**src/hdl/sule_pkg.sv**
```systemverilog
// Package: shared constants, codes and structs for the sorted unique list engine.
package sule_pkg;

  localparam int DEPTH   = 16;
  localparam int IDX_W   = $clog2(DEPTH);
  localparam int CNT_W   = $clog2(DEPTH + 1);
  localparam int VAL_W   = 32;
  localparam int OP_W    = 2;
  localparam int ST_W    = 3;
  localparam int POS_W   = 4;
  localparam int COUNT_W = 5;
  localparam int CAP_W   = 5;
  localparam logic [CAP_W-1:0] CAP_RESET = CAP_W'(16);

  typedef enum logic [OP_W-1:0] {
    OP_INSERT = 2'd0,
    OP_REMOVE = 2'd1,
    OP_SEARCH = 2'd2,
    OP_RSVD   = 2'd3
  } sule_op_t;

  typedef enum logic [ST_W-1:0] {
    ST_INSERTED = 3'd0,
    ST_PRESENT  = 3'd1,
    ST_FULL     = 3'd2,
    ST_REMOVED  = 3'd3,
    ST_NOTFOUND = 3'd4,
    ST_FOUND    = 3'd5
  } sule_status_t;

  // Broadcast to every cell each cycle.
  typedef struct packed {
    logic                    ins;   // insert takes place
    logic                    rem;   // remove takes place
    logic signed [VAL_W-1:0] value;
  } sule_cmd_t;

  // What a cell shows its neighbors.
  typedef struct packed {
    logic signed [VAL_W-1:0] entry;
    logic                    valid;
    logic                    le;    // valid and entry <= value
  } sule_nbr_t;

endpackage

```
**src/hdl/sule_if.sv**
```systemverilog
// Interfaces: request, result and configuration channels.
interface sule_in_if;
  logic                                valid;
  logic                                ready;
  logic [sule_pkg::OP_W-1:0]           op;
  logic signed [sule_pkg::VAL_W-1:0]   value;
  modport source (output valid, output op, output value, input ready);
  modport sink   (input valid, input op, input value, output ready);
endinterface

interface sule_out_if;
  logic                                valid;
  logic                                ready;
  logic [sule_pkg::ST_W-1:0]           status;
  logic [sule_pkg::POS_W-1:0]          position;
  logic [sule_pkg::COUNT_W-1:0]        count;
  modport source (output valid, output status, output position, output count, input ready);
  modport sink   (input valid, input status, input position, input count, output ready);
endinterface

interface sule_cfg_if;
  logic                                valid;
  logic                                ready;
  logic [sule_pkg::CAP_W-1:0]          data;
  modport source (output valid, output data, input ready);
  modport sink   (input valid, input data, output ready);
endinterface

```
**src/hdl/sule_cell.sv**
```systemverilog
// One list slot: holds an entry, compares it with the request, shifts with neighbors.
module sule_cell (
  input  logic                clk,
  input  logic                rst_n,
  input  sule_pkg::sule_cmd_t cmd,
  input  sule_pkg::sule_nbr_t left,
  input  sule_pkg::sule_nbr_t right,
  output sule_pkg::sule_nbr_t self,
  output logic                lt,
  output logic                eq
);
  import sule_pkg::*;

  logic signed [VAL_W-1:0] entry_r, entry_nxt;
  logic                    valid_r, valid_nxt;
  logic                    le;

  assign le = valid_r && (entry_r <= cmd.value);
  assign lt = valid_r && (entry_r < cmd.value);
  assign eq = valid_r && (entry_r == cmd.value);

  assign self.entry = entry_r;
  assign self.valid = valid_r;
  assign self.le    = le;

  always_comb begin
    entry_nxt = entry_r;
    valid_nxt = valid_r;
    if (cmd.ins && !le) begin
      // first slot past the smaller entries takes the value, the rest shift up
      entry_nxt = left.le ? cmd.value : left.entry;
      valid_nxt = left.valid;
    end else if (cmd.rem && !lt) begin
      entry_nxt = right.entry;
      valid_nxt = right.valid;
    end
  end

  always_ff @(posedge clk) begin
    entry_r <= entry_nxt;
  end

  always_ff @(posedge clk) begin
    if (!rst_n) begin
      valid_r <= 1'b0;
    end else begin
      valid_r <= valid_nxt;
    end
  end

endmodule

```
**src/hdl/sorted_unique_list_engine.sv**
```systemverilog
// Top level: sorted unique list engine built as a row of compare-and-shift cells.
// The list lives in a row of DEPTH identical cells, slot 0 holding the smallest
// value. Every request is broadcast to all cells at once; each cell compares its
// entry against the value and, on an insert or remove, shifts in its left or
// right neighbor, so the whole list updates in the cycle the request is taken.
// One request is accepted per clock; the result appears on the out channel the
// next cycle and sits in a one-deep output register, so a stalled result only
// blocks new requests when the result has not been taken. Throughput is one
// transaction per cycle while results are taken. Capacity is written on the cfg
// channel (always ready, reset 16, values above DEPTH act as DEPTH); write it only
// while no request is in flight.
module sorted_unique_list_engine (
  input  logic  clk,
  input  logic  rst_n,
  sule_in_if.sink    in_ch,
  sule_out_if.source out_ch,
  sule_cfg_if.sink   cfg_ch
);
  import sule_pkg::*;

  // capacity register
  logic [CAP_W-1:0] cap_r;
  logic [CNT_W-1:0] limit;

  assign cfg_ch.ready = 1'b1;

  always_ff @(posedge clk) begin
    if (!rst_n) begin
      cap_r <= CAP_RESET;
    end else if (cfg_ch.valid) begin
      cap_r <= cfg_ch.data;
    end
  end

  always_comb begin
    if (32'(cap_r) > DEPTH) begin
      limit = CNT_W'(DEPTH);
    end else begin
      limit = CNT_W'(cap_r);
    end
  end

  // request decode
  logic       take;
  sule_op_t   op;
  sule_cmd_t  cmd;
  logic       full, present;

  assign op   = sule_op_t'(in_ch.op);
  assign take = in_ch.valid && in_ch.ready;

  // cell row
  sule_nbr_t            nbr   [DEPTH];
  logic [DEPTH-1:0]     lt_v, eq_v, le_v, valid_v;

  for (genvar g = 0; g < DEPTH; g++) begin : g_cell
    sule_nbr_t lft, rgt;
    if (g == 0) begin : g_first
      // virtual left edge: always valid and below everything
      assign lft = '{entry: '0, valid: 1'b1, le: 1'b1};
    end else begin : g_mid
      assign lft = nbr[g-1];
    end
    if (g == DEPTH - 1) begin : g_last
      assign rgt = '{entry: '0, valid: 1'b0, le: 1'b0};
    end else begin : g_inner
      assign rgt = nbr[g+1];
    end

    sule_cell u_cell (
      .clk   (clk),
      .rst_n (rst_n),
      .cmd   (cmd),
      .left  (lft),
      .right (rgt),
      .self  (nbr[g]),
      .lt    (lt_v[g]),
      .eq    (eq_v[g])
    );

    assign le_v[g]    = nbr[g].le;
    assign valid_v[g] = nbr[g].valid;
  end

  // element count
  logic [CNT_W-1:0] cnt_r, cnt_nxt;

  assign full    = cnt_r >= limit;
  assign present = |eq_v;

  // slot encoders: match slot (one-hot eq) and insert slot (end of le prefix)
  logic [IDX_W-1:0] hit_idx, ins_idx;

  always_comb begin
    hit_idx = '0;
    ins_idx = '0;
    for (int i = 0; i < DEPTH; i++) begin
      if (eq_v[i]) begin
        hit_idx = hit_idx | IDX_W'(i);
      end
      if (!le_v[i] && (i == 0 || le_v[(i == 0) ? 0 : i - 1])) begin
        ins_idx = ins_idx | IDX_W'(i);
      end
    end
    // every cell holds an entry <= value (row full, insert refused): insert slot reads 0
    if (le_v == '1) begin
      ins_idx = '0;
    end
  end

  // result and command generation
  sule_status_t status;
  logic [POS_W-1:0] pos;

  always_comb begin
    cmd.ins   = 1'b0;
    cmd.rem   = 1'b0;
    cmd.value = in_ch.value;
    status    = ST_NOTFOUND;
    pos       = '0;
    cnt_nxt   = cnt_r;
    case (op)
      OP_INSERT: begin
        if (full) begin
          status = ST_FULL;
        end else if (present) begin
          status = ST_PRESENT;
        end else begin
          cmd.ins = take;
          status  = ST_INSERTED;
          pos     = POS_W'(ins_idx);
          cnt_nxt = cnt_r + CNT_W'(1);
        end
      end
      OP_REMOVE: begin
        if (present) begin
          cmd.rem = take;
          status  = ST_REMOVED;
          pos     = POS_W'(hit_idx);
          cnt_nxt = cnt_r - CNT_W'(1);
        end
      end
      OP_SEARCH: begin
        if (present) begin
          status = ST_FOUND;
          pos    = POS_W'(hit_idx);
        end
      end
      default: begin
        status = ST_NOTFOUND;
      end
    endcase
  end

  always_ff @(posedge clk) begin
    if (!rst_n) begin
      cnt_r <= '0;
    end else if (take) begin
      cnt_r <= cnt_nxt;
    end
  end

  // output register; new request taken whenever it is empty or being drained
  logic                 out_valid_r;
  logic [ST_W-1:0]      status_r;
  logic [POS_W-1:0]     pos_r;
  logic [COUNT_W-1:0]   count_r;

  assign in_ch.ready = !out_valid_r || out_ch.ready;

  always_ff @(posedge clk) begin
    if (!rst_n) begin
      out_valid_r <= 1'b0;
    end else if (in_ch.ready) begin
      out_valid_r <= in_ch.valid;
    end
  end

  always_ff @(posedge clk) begin
    if (take) begin
      status_r <= status;
      pos_r    <= pos;
      count_r  <= COUNT_W'(cnt_nxt);
    end
  end

  assign out_ch.valid    = out_valid_r;
  assign out_ch.status   = status_r;
  assign out_ch.position = pos_r;
  assign out_ch.count    = count_r;

  // count tracks the occupied cells
  a_count_match: assert property (@(posedge clk) disable iff (!rst_n)
    $countones(valid_v) == 32'(cnt_r))
    else $error("count differs from occupied cells");

  // occupied cells form a prefix of the row
  a_valid_prefix: assert property (@(posedge clk) disable iff (!rst_n)
    (valid_v & (valid_v + DEPTH'(1))) == '0)
    else $error("occupied cells not packed");

  // entries below the value form a prefix of the row
  a_lt_prefix: assert property (@(posedge clk) disable iff (!rst_n)
    (lt_v & (lt_v + DEPTH'(1))) == '0)
    else $error("list out of order");

  // distinct entries: at most one match
  a_unique: assert property (@(posedge clk) disable iff (!rst_n)
    $onehot0(eq_v))
    else $error("duplicate entry in list");

  // a held result is not overwritten
  a_out_hold: assert property (@(posedge clk) disable iff (!rst_n)
    out_valid_r && !out_ch.ready |=> out_valid_r && $stable(status_r) && $stable(pos_r))
    else $error("stalled result changed");

endmodule
```
**src/flat_wrapper.sv**
```systemverilog
// flat-port wrapper written by rule: the top's interface ports become plain ports
module sorted_unique_list_engine_flat import sule_pkg::*;
  (clk, rst_n, in_ch_valid, in_ch_op, in_ch_value, in_ch_ready, out_ch_valid, out_ch_status, out_ch_position, out_ch_count, out_ch_ready, cfg_ch_valid, cfg_ch_data, cfg_ch_ready);
  sule_in_if in_ch_i ();
  sule_out_if out_ch_i ();
  sule_cfg_if cfg_ch_i ();
  input  logic clk;
  input  logic rst_n;
  input wire logic [$bits(in_ch_i.valid)-1:0] in_ch_valid;
  input wire logic [$bits(in_ch_i.op)-1:0] in_ch_op;
  input wire logic [$bits(in_ch_i.value)-1:0] in_ch_value;
  output wire logic [$bits(in_ch_i.ready)-1:0] in_ch_ready;
  output wire logic [$bits(out_ch_i.valid)-1:0] out_ch_valid;
  output wire logic [$bits(out_ch_i.status)-1:0] out_ch_status;
  output wire logic [$bits(out_ch_i.position)-1:0] out_ch_position;
  output wire logic [$bits(out_ch_i.count)-1:0] out_ch_count;
  input wire logic [$bits(out_ch_i.ready)-1:0] out_ch_ready;
  input wire logic [$bits(cfg_ch_i.valid)-1:0] cfg_ch_valid;
  input wire logic [$bits(cfg_ch_i.data)-1:0] cfg_ch_data;
  output wire logic [$bits(cfg_ch_i.ready)-1:0] cfg_ch_ready;
  assign in_ch_i.valid = in_ch_valid;
  assign in_ch_i.op = in_ch_op;
  assign in_ch_i.value = in_ch_value;
  assign in_ch_ready = in_ch_i.ready;
  assign out_ch_valid = out_ch_i.valid;
  assign out_ch_status = out_ch_i.status;
  assign out_ch_position = out_ch_i.position;
  assign out_ch_count = out_ch_i.count;
  assign out_ch_i.ready = out_ch_ready;
  assign cfg_ch_i.valid = cfg_ch_valid;
  assign cfg_ch_i.data = cfg_ch_data;
  assign cfg_ch_ready = cfg_ch_i.ready;
  sorted_unique_list_engine u_core (.clk(clk), .rst_n(rst_n), .in_ch(in_ch_i), .out_ch(out_ch_i), .cfg_ch(cfg_ch_i));
endmodule
```
**config.mk**
```make
export PLATFORM = sky130hd
export DESIGN_NAME = sorted_unique_list_engine_flat
export DESIGN_NICKNAME = d
export VERILOG_FILES = /design/src/hdl/sule_pkg.sv /design/src/hdl/sule_if.sv /design/src/hdl/sule_cell.sv /design/src/hdl/sorted_unique_list_engine.sv /design/src/flat_wrapper.sv
export SDC_FILE = /design/constraint.sdc
export NUM_CORES = 2
export LEC_CHECK = 0
export BUFFER_PORTS_ARGS = -buffer_cell sky130_fd_sc_hd__buf_4
export CORE_AREA = 4 4 265 267
export DETAILED_ROUTE_END_ITERATION = 10
export DIE_AREA = 0 0 269 271
export GPL_ROUTABILITY_DRIVEN = 1
export PLACE_DENSITY = 0.79
export SLEW_MARGIN = 20
export SYNTH_ARGS = -nofsm -noshare
export SYNTH_HDL_FRONTEND = slang
export SYNTH_SLANG_ARGS = --single-unit
export TNS_END_PERCENT = 30
```
**constraint.sdc**
```tcl
create_clock -name clk -period 4.4 [get_ports clk]
set_input_delay 0.44 -clock clk [delete_from_list [all_inputs] [get_ports clk]]
set_output_delay 0.44 -clock clk [all_outputs]
set_load 0.005 [all_outputs]
```
# After elaboration in Yosys (flattened, before gate mapping)
# Index checks and enable logic that the tools add are counted.
# W data, S select, Z words.
[totals]
register_bits = 551
inputBits = 44
output_inout_bits = 15
word_cells = 371
[op_classes]
add_sub_neg = 2
magnitude_cmp = 34
eq_ne = 19
n_mux = 129
n_reduce_logical = 149
[op_table]
columns = ["cell", "count"]
rows = [
  ["$mux W32", 47],
  ["$eq A32 B32 Y1", 16],
  ["$le A32 B32 Y1", 16],
  ["$lt A32 B32 Y1", 16],
  ["$logic_and A1 B1 Y1", 96],
  ["$mux W4", 20],
  ["$mux W1", 41],
  ["$logic_not A1 Y1", 33],
  ["$reduce_bool A2 Y1", 16],
  ["$mux W3", 10],
  ["$mux W5", 4],
  ["$eq A16 B16 Y1 const B", 1],
  ["$reduce_or A16 Y1", 1],
  ["$pmux W5 S2", 1],
  ["$pmux W3 S3", 1],
  ["$mux W2", 4],
  ["$pmux W4 S2", 1],
  ["$add A5 B1 Y5 const B", 1],
  ["$ge A5 B5 Y1", 1],
  ["$gt A5 B5 Y1 const B", 1],
  ["$sub A5 B1 Y5 const B", 1],
  ["$eq A2 B1 Y1 const B", 1],
  ["$eq A2 B2 Y1 const B", 1],
  ["$logic_not A2 Y1", 1],
  ["other kinds (2)", 2],
]

# Longest topological paths before layout
[logic_depth]
word_depth = 23
ltp_mapped = 14
ltp_nobuf = 12

# Cells and area by module
# Synthesis repeated with hierarchy kept, for this count alone.
[hier_totals]
hier_cells = 4213
hier_area_um2 = 49153.4
[modules_own_cells]
columns = ["mod", "instances", "cells_per_inst", "area_each_um2", "seq_area_each_um2"]
rows = [
  ["sule_cell", 16, 251, 2961.6, 980.9],
  ["sorted_unique_list_engine", 1, 197, 1767.9, 580.6],
]

# Worst setup path after synthesis
# Ideal clock, no wire load.
[synth_path]
path_kind = "input to register"
start = "input in_ch_value[31]"
end = "register u_core.g_cell[15].u_cell.entry_r[0] (enable)"
setup_time_ps = 478
arrival_ps = 4045
t_required_ps = 3922
path_slack_ps = -123
path_stages = 13
n_path_buf = 2
cell_sequence = "inv_1 ha_1 nand4_1 or4_1 or4_1 o211ai_1 nor3_1 nand3_1 buf_2 nor2_1 nand2_1 clkbuf_1 nand2_1"
[synth_between]
elab_chain_cells = 8
word_cells_on_any_way = 47
classes_between = "order compare (2); eq/ne (16); mux (5); reduce/logical (24)"
[synth_lines]
columns = ["element", "line", "rtl"]
rows = [
  ["from (decl)", "flat_wrapper.sv:11", "input wire logic [$bits(in_ch_i.value)-1:0] in_ch_value;"],
  ["$eq A32 B32 Y1", "sule_cell.sv:20", "assign eq = valid_r && (entry_r == cmd.value);"],
  ["$logic_and A1 B1 Y1", "sule_cell.sv:20", ""],
  ["$reduce_or A16 Y1", "sorted_unique_list_engine.sv:89", "assign present = |eq_v;"],
  ["$mux W1", "sorted_unique_list_engine.sv:126", "end else if (present) begin"],
  ["$mux W1", "sorted_unique_list_engine.sv:124", "if (full) begin"],
  ["$mux W1", "sorted_unique_list_engine.sv:122", "case (op)"],
  ["$logic_and A1 B1 Y1", "sule_cell.sv:29", "if (cmd.ins && !le) begin"],
  ["$reduce_bool A2 Y1 (no source line) (*)", "n/a", ""],
  ["to (signal assigned)", "sule_cell.sv:40", "entry_r <= entry_nxt;"],
  ["to (decl)", "sule_cell.sv:14", "logic signed [VAL_W-1:0] entry_r, entry_nxt;"],
]
# Every way passes the cells marked *; elsewhere a longest branch is shown, timed or not.
# A chain may end at the register's enable or synchronous reset.

# Worst setup path after layout
[layout_path]
start = "register u_core.g_cell[1].u_cell.entry_r[15]"
end = "register u_core.pos_r[3] (netlist: u_core.out_ch.position[3]), data pin"
[layout_between]
elab_chain_cells = 7
word_cells_on_any_way = 11
classes_between = "order compare (1); eq/ne (2); mux (5); reduce/logical (3)"
[layout_lines]
columns = ["element", "line", "rtl"]
rows = [
  ["from (decl)", "sule_cell.sv:14", ""],
  ["from (signal assigned)", "sule_cell.sv:40", ""],
  ["$le A32 B32 Y1", "sule_cell.sv:18", "assign le = valid_r && (entry_r <= cmd.value);"],
  ["$logic_and A1 B1 Y1", "sule_cell.sv:18", ""],
  ["$eq A16 B16 Y1", "sorted_unique_list_engine.sv:106", "if (le_v == '1) begin"],
  ["$mux W4", "sorted_unique_list_engine.sv:106", ""],
  ["$mux W4", "sorted_unique_list_engine.sv:126", ""],
  ["$mux W4", "sorted_unique_list_engine.sv:124", ""],
  ["$pmux W4 S2 (*)", "sorted_unique_list_engine.sv:122", ""],
  ["via u_core.pos[3]", "sorted_unique_list_engine.sv:113", "logic [POS_W-1:0] pos;"],
  ["to (signal assigned)", "sorted_unique_list_engine.sv:182", "pos_r <= pos;"],
  ["to (decl)", "sorted_unique_list_engine.sv:166", "logic [POS_W-1:0] pos_r;"],
]
# Mark *: on every way through the listed nets, which the timed path passes. The rest lies on a longest branch.

==> metrics.cfg <==
[synth]
muxShareOfSynthArea_pct=9.46
synthCells=4179
synthFlopType=edfxtp_1
synthSimpleGateAreaFrac_pct=14.2
yosysWarnings=0
ys_types=73
syn_area_um2=39800
ys_seq_elements=551
synth-xor-area-share_pct=0
synth_top_family_by_area=adder cells
synth_edf_count=524
avgSynthCellArea_um2=9.53
seq_area_frac_synth_pct=40.8
yosys.area_share.adder_pct=16.4
async_flop_share_pct=0
synth_compound_area_share_pct=16.1
synth.net_count=4746

[clock_tree]
clk_path_buf_depth=3
cts-root-buf=clkbuf_16
clk_latency_ns=0.64
cts_setup_buffers=0
cts.sink_count=551
cts-buffers-inserted=60
cts-resized-gates=0
cts_tree=built
postCtsHoldBufs=0
clkTransAtPathRegs_ns=0.07
htree_levels=2

[setup_path]
cp_max_fo=35
cp-end-kind=register
critPathTopFamily=simple AND/OR/NAND/NOR gates
cp_slowest_stage_delay_ns=0.81
worstPathRequired_ns=4.76
crit_buf_inv=2
path_class=register to register
slowest_stage=nor4_1
crit_chain=ha_1 -> nand4_1 -> nor4_1 -> buf_4 -> nand3_1 -> o21ai_4 -> buf_4 -> nand2_1 -> nand4bb_1 -> o21ai_2 -> o21ai_1
cp_data_arrival_time_ns=4.42
crit_top_cell=buf_4
cp-start-kind=register

[grt]
grt_max_degree=67
grt-ovfl-total=0
antenna_found_initial=0
grt_pass1_wl_mm=180
grt_use_total_pct=31.0
grt_pass1_vias=32500

[power]
total_leakage_power_nw=19.1
internal-power_mw=9.40
totalPowerFinal_mw=12.9
power_density_nw_per_um2=289
netSwitchingFraction_pct=27.3
vdd_drop_max_uv=354
pwr-share-comb_pct=15.2
pwr-share-clk_pct=37.7
net-switching-power_mw=3.53
pwr-share-seq_pct=47.0

[timing]
skew_ns=0.0241
max_slew_margin_pct=34.4
finalCritPeriodShare_pct=92.2
rsz0062_at_grt=no
whs_ns=0.0422
fin_crit_ns=4.06
report.final.slew_viol_count=0
setup_viol=0
hold_viol_final=0
worst_pin_slew_ns=0.970
fmax_mhz=246
tns_ns=0

[die]
fp.dieArea_um2=72900
core_um2=68100
die_x_um=269
rows=96
die_y_um=271
io_pins=59
start_util_pct=58.5

[detailed_routing]
vias=33800
drt_iter0_markers=3715
vias_per_cell=6.46
firstDrtPassIters=6
route.detailed.drc=0
postRouteAntennaNets=0
avgRoutedWirePerCell_um=22.1
wirelength_mm=116

[hold_path]
hp-class=input pin to register

[flow_run]
drv_cap=0

[final_layout]
n_antenna_cell=0
area_growth_pct=12.2
final_area_um2=44700
drive_gt1_share_pct=10.3
layout.nets=4871
final_util_pct=65.6

[run_status]
outcome=complete, no violations

[place]
hpwl_mm=90.0
dpl-instance-area_um2=42900
gp_congestion=1.02
numPortBuffers=57

==> cell usage after synthesis, types with 4 or more instances <==
cell type | n | share of area, %
nor4_1 | 30 | 0.47
nor3_1 | 61 | 0.77
or2_2 | 4 | 0.063
nor4b_1 | 6 | 0.13
nand2_1 | 182 | 1.7
o21bai_1 | 6 | 0.11
o211ai_1 | 15 | 0.28
or4_1 | 9 | 0.17
a31o_2 | 4 | 0.088
a211o_1 | 8 | 0.18
inv_1 | 97 | 0.91
o21a_1 | 13 | 0.24
o31ai_1 | 11 | 0.21
a221oi_1 | 8 | 0.18
a31oi_1 | 8 | 0.13
edfxtp_1 | 524 | 39
nor2b_1 | 30 | 0.47
a221o_1 | 5 | 0.13
buf_1 | 26 | 0.24
a211oi_1 | 23 | 0.43
and3_1 | 11 | 0.17
and4b_1 | 4 | 0.10
o21ai_0 | 143 | 1.8
nand4_1 | 119 | 1.9
a21oi_1 | 797 | 10
and4_1 | 5 | 0.11
dfxtp_1 | 27 | 1.4
o31a_1 | 4 | 0.088
a21boi_0 | 7 | 0.13
nand3_1 | 66 | 0.83
o21ai_1 | 5 | 0.063
ha_1 | 523 | 16
or3_1 | 11 | 0.17
mux2_2 | 36 | 1.0
nand2b_1 | 27 | 0.42
a21o_1 | 62 | 1.2
nor2_1 | 680 | 6.4
mux2i_1 | 336 | 8.4
clkbuf_1 | 190 | 1.8
==> cell families after synthesis <==
logic type | Yosys count
other | 1
AO/OA/AOI/OAI | 1156
AND/OR/NAND/NOR | 1260
flip-flops | 551
buffers and inverters | 316
multiplexers | 372
adder cells (fa/ha/maj) | 523
==> cell type report <==
class,count,area [um2]
tap,882,1100
fill,5294,23400
timing repair buffer,282,2570
inverter,97,364
multi-input combinational,3312,22600
clock inverter,37,253
sequential,551,16300
clock buffer,74,1580
==> registers in the layout (all words and copies together), names as in the netlist <==
register                      cells
u_core.out_ch.valid               1
u_core.cap_r                      5
u_core.g_cell.u_cell.entry_r    512
u_core.out_ch.position            4
u_core.out_ch.count               5
u_core.out_ch.status              3
u_core.g_cell.u_cell.valid_r     16
u_core.cnt_r                      5
==> power by group through the flow <==
stage	Sequential [mW]	Clock (mW)	Combinational (mW)
finish	6.08	4.88	1.97
floorplan	6.13	0	1.26
CTS	6.07	4.91	1.93
global route	6.09	5.13	2.18
detailed placement	6.18	0	1.92
global placement	6.18	0	1.84
==> through the flow <==
step | worst slack [ns] | std cells
after floorplan | 0.105 | 4179
after detailed placement | 0.0570 | 5124
after CTS | 0.449 | 5235
after global placement | 0.108 | 5124
final | 0.341 | 5235
after global routing | 0.293 | 5235
==> routing by layer <==
layer	track usage, %	share of wire (%)	vias to the layer above
li1	-	-	15900
met1	41.1	41	15900
met2	50.0	46	1632
met3	5.08	8.6	305
met4	13.9	5.1	0
met5	0	0	-
==> worst min-delay path, stage by stage <==
cell and delay [ns]:
buf_4 0.08, nand2_1 0.04, o211ai_1 0.07
==> final timing paths <==
| kind | from | end | slack, ns | cells after the start |
|---|---|---|---|---|
| worst max-delay path | u_core.g_cell[1].u_cell.entry_r[15]$_DFFE_PP_ | u_core.out_ch.position[3]$_DFFE_PP_ | 0.34 | 11 |
| worst min-delay path | cfg_ch_data[4] | u_core.cap_r[4]$_SDFFE_PN1P_ | 0.04 | 3 |
| worst max register to register | u_core.g_cell[1].u_cell.entry_r[15]$_DFFE_PP_ | u_core.out_ch.position[3]$_DFFE_PP_ | 0.34 | 11 |
| worst min register to register | u_core.cap_r[2]$_SDFFE_PN0P_ | u_core.cap_r[2]$_SDFFE_PN0P_ | 0.50 | 2 |
==> layout by cell type (no fill, tap or decap), types with 36 or more instances in the layout <==
cell type	synthesis	layout
a21o_1	62	62
a21oi_1	797	794
buf_12	0	36
buf_4	1	246
clkbuf_16	0	61
edfxtp_1	524	524
ha_1	523	523
inv_1	97	97
mux2_2	36	36
mux2i_1	336	336
nand2_1	182	181
nand3_1	66	65
nand4_1	119	119
nor2_1	680	678
nor3_1	61	54
o21ai_0	143	142
(Power assumes the default switching activity.)
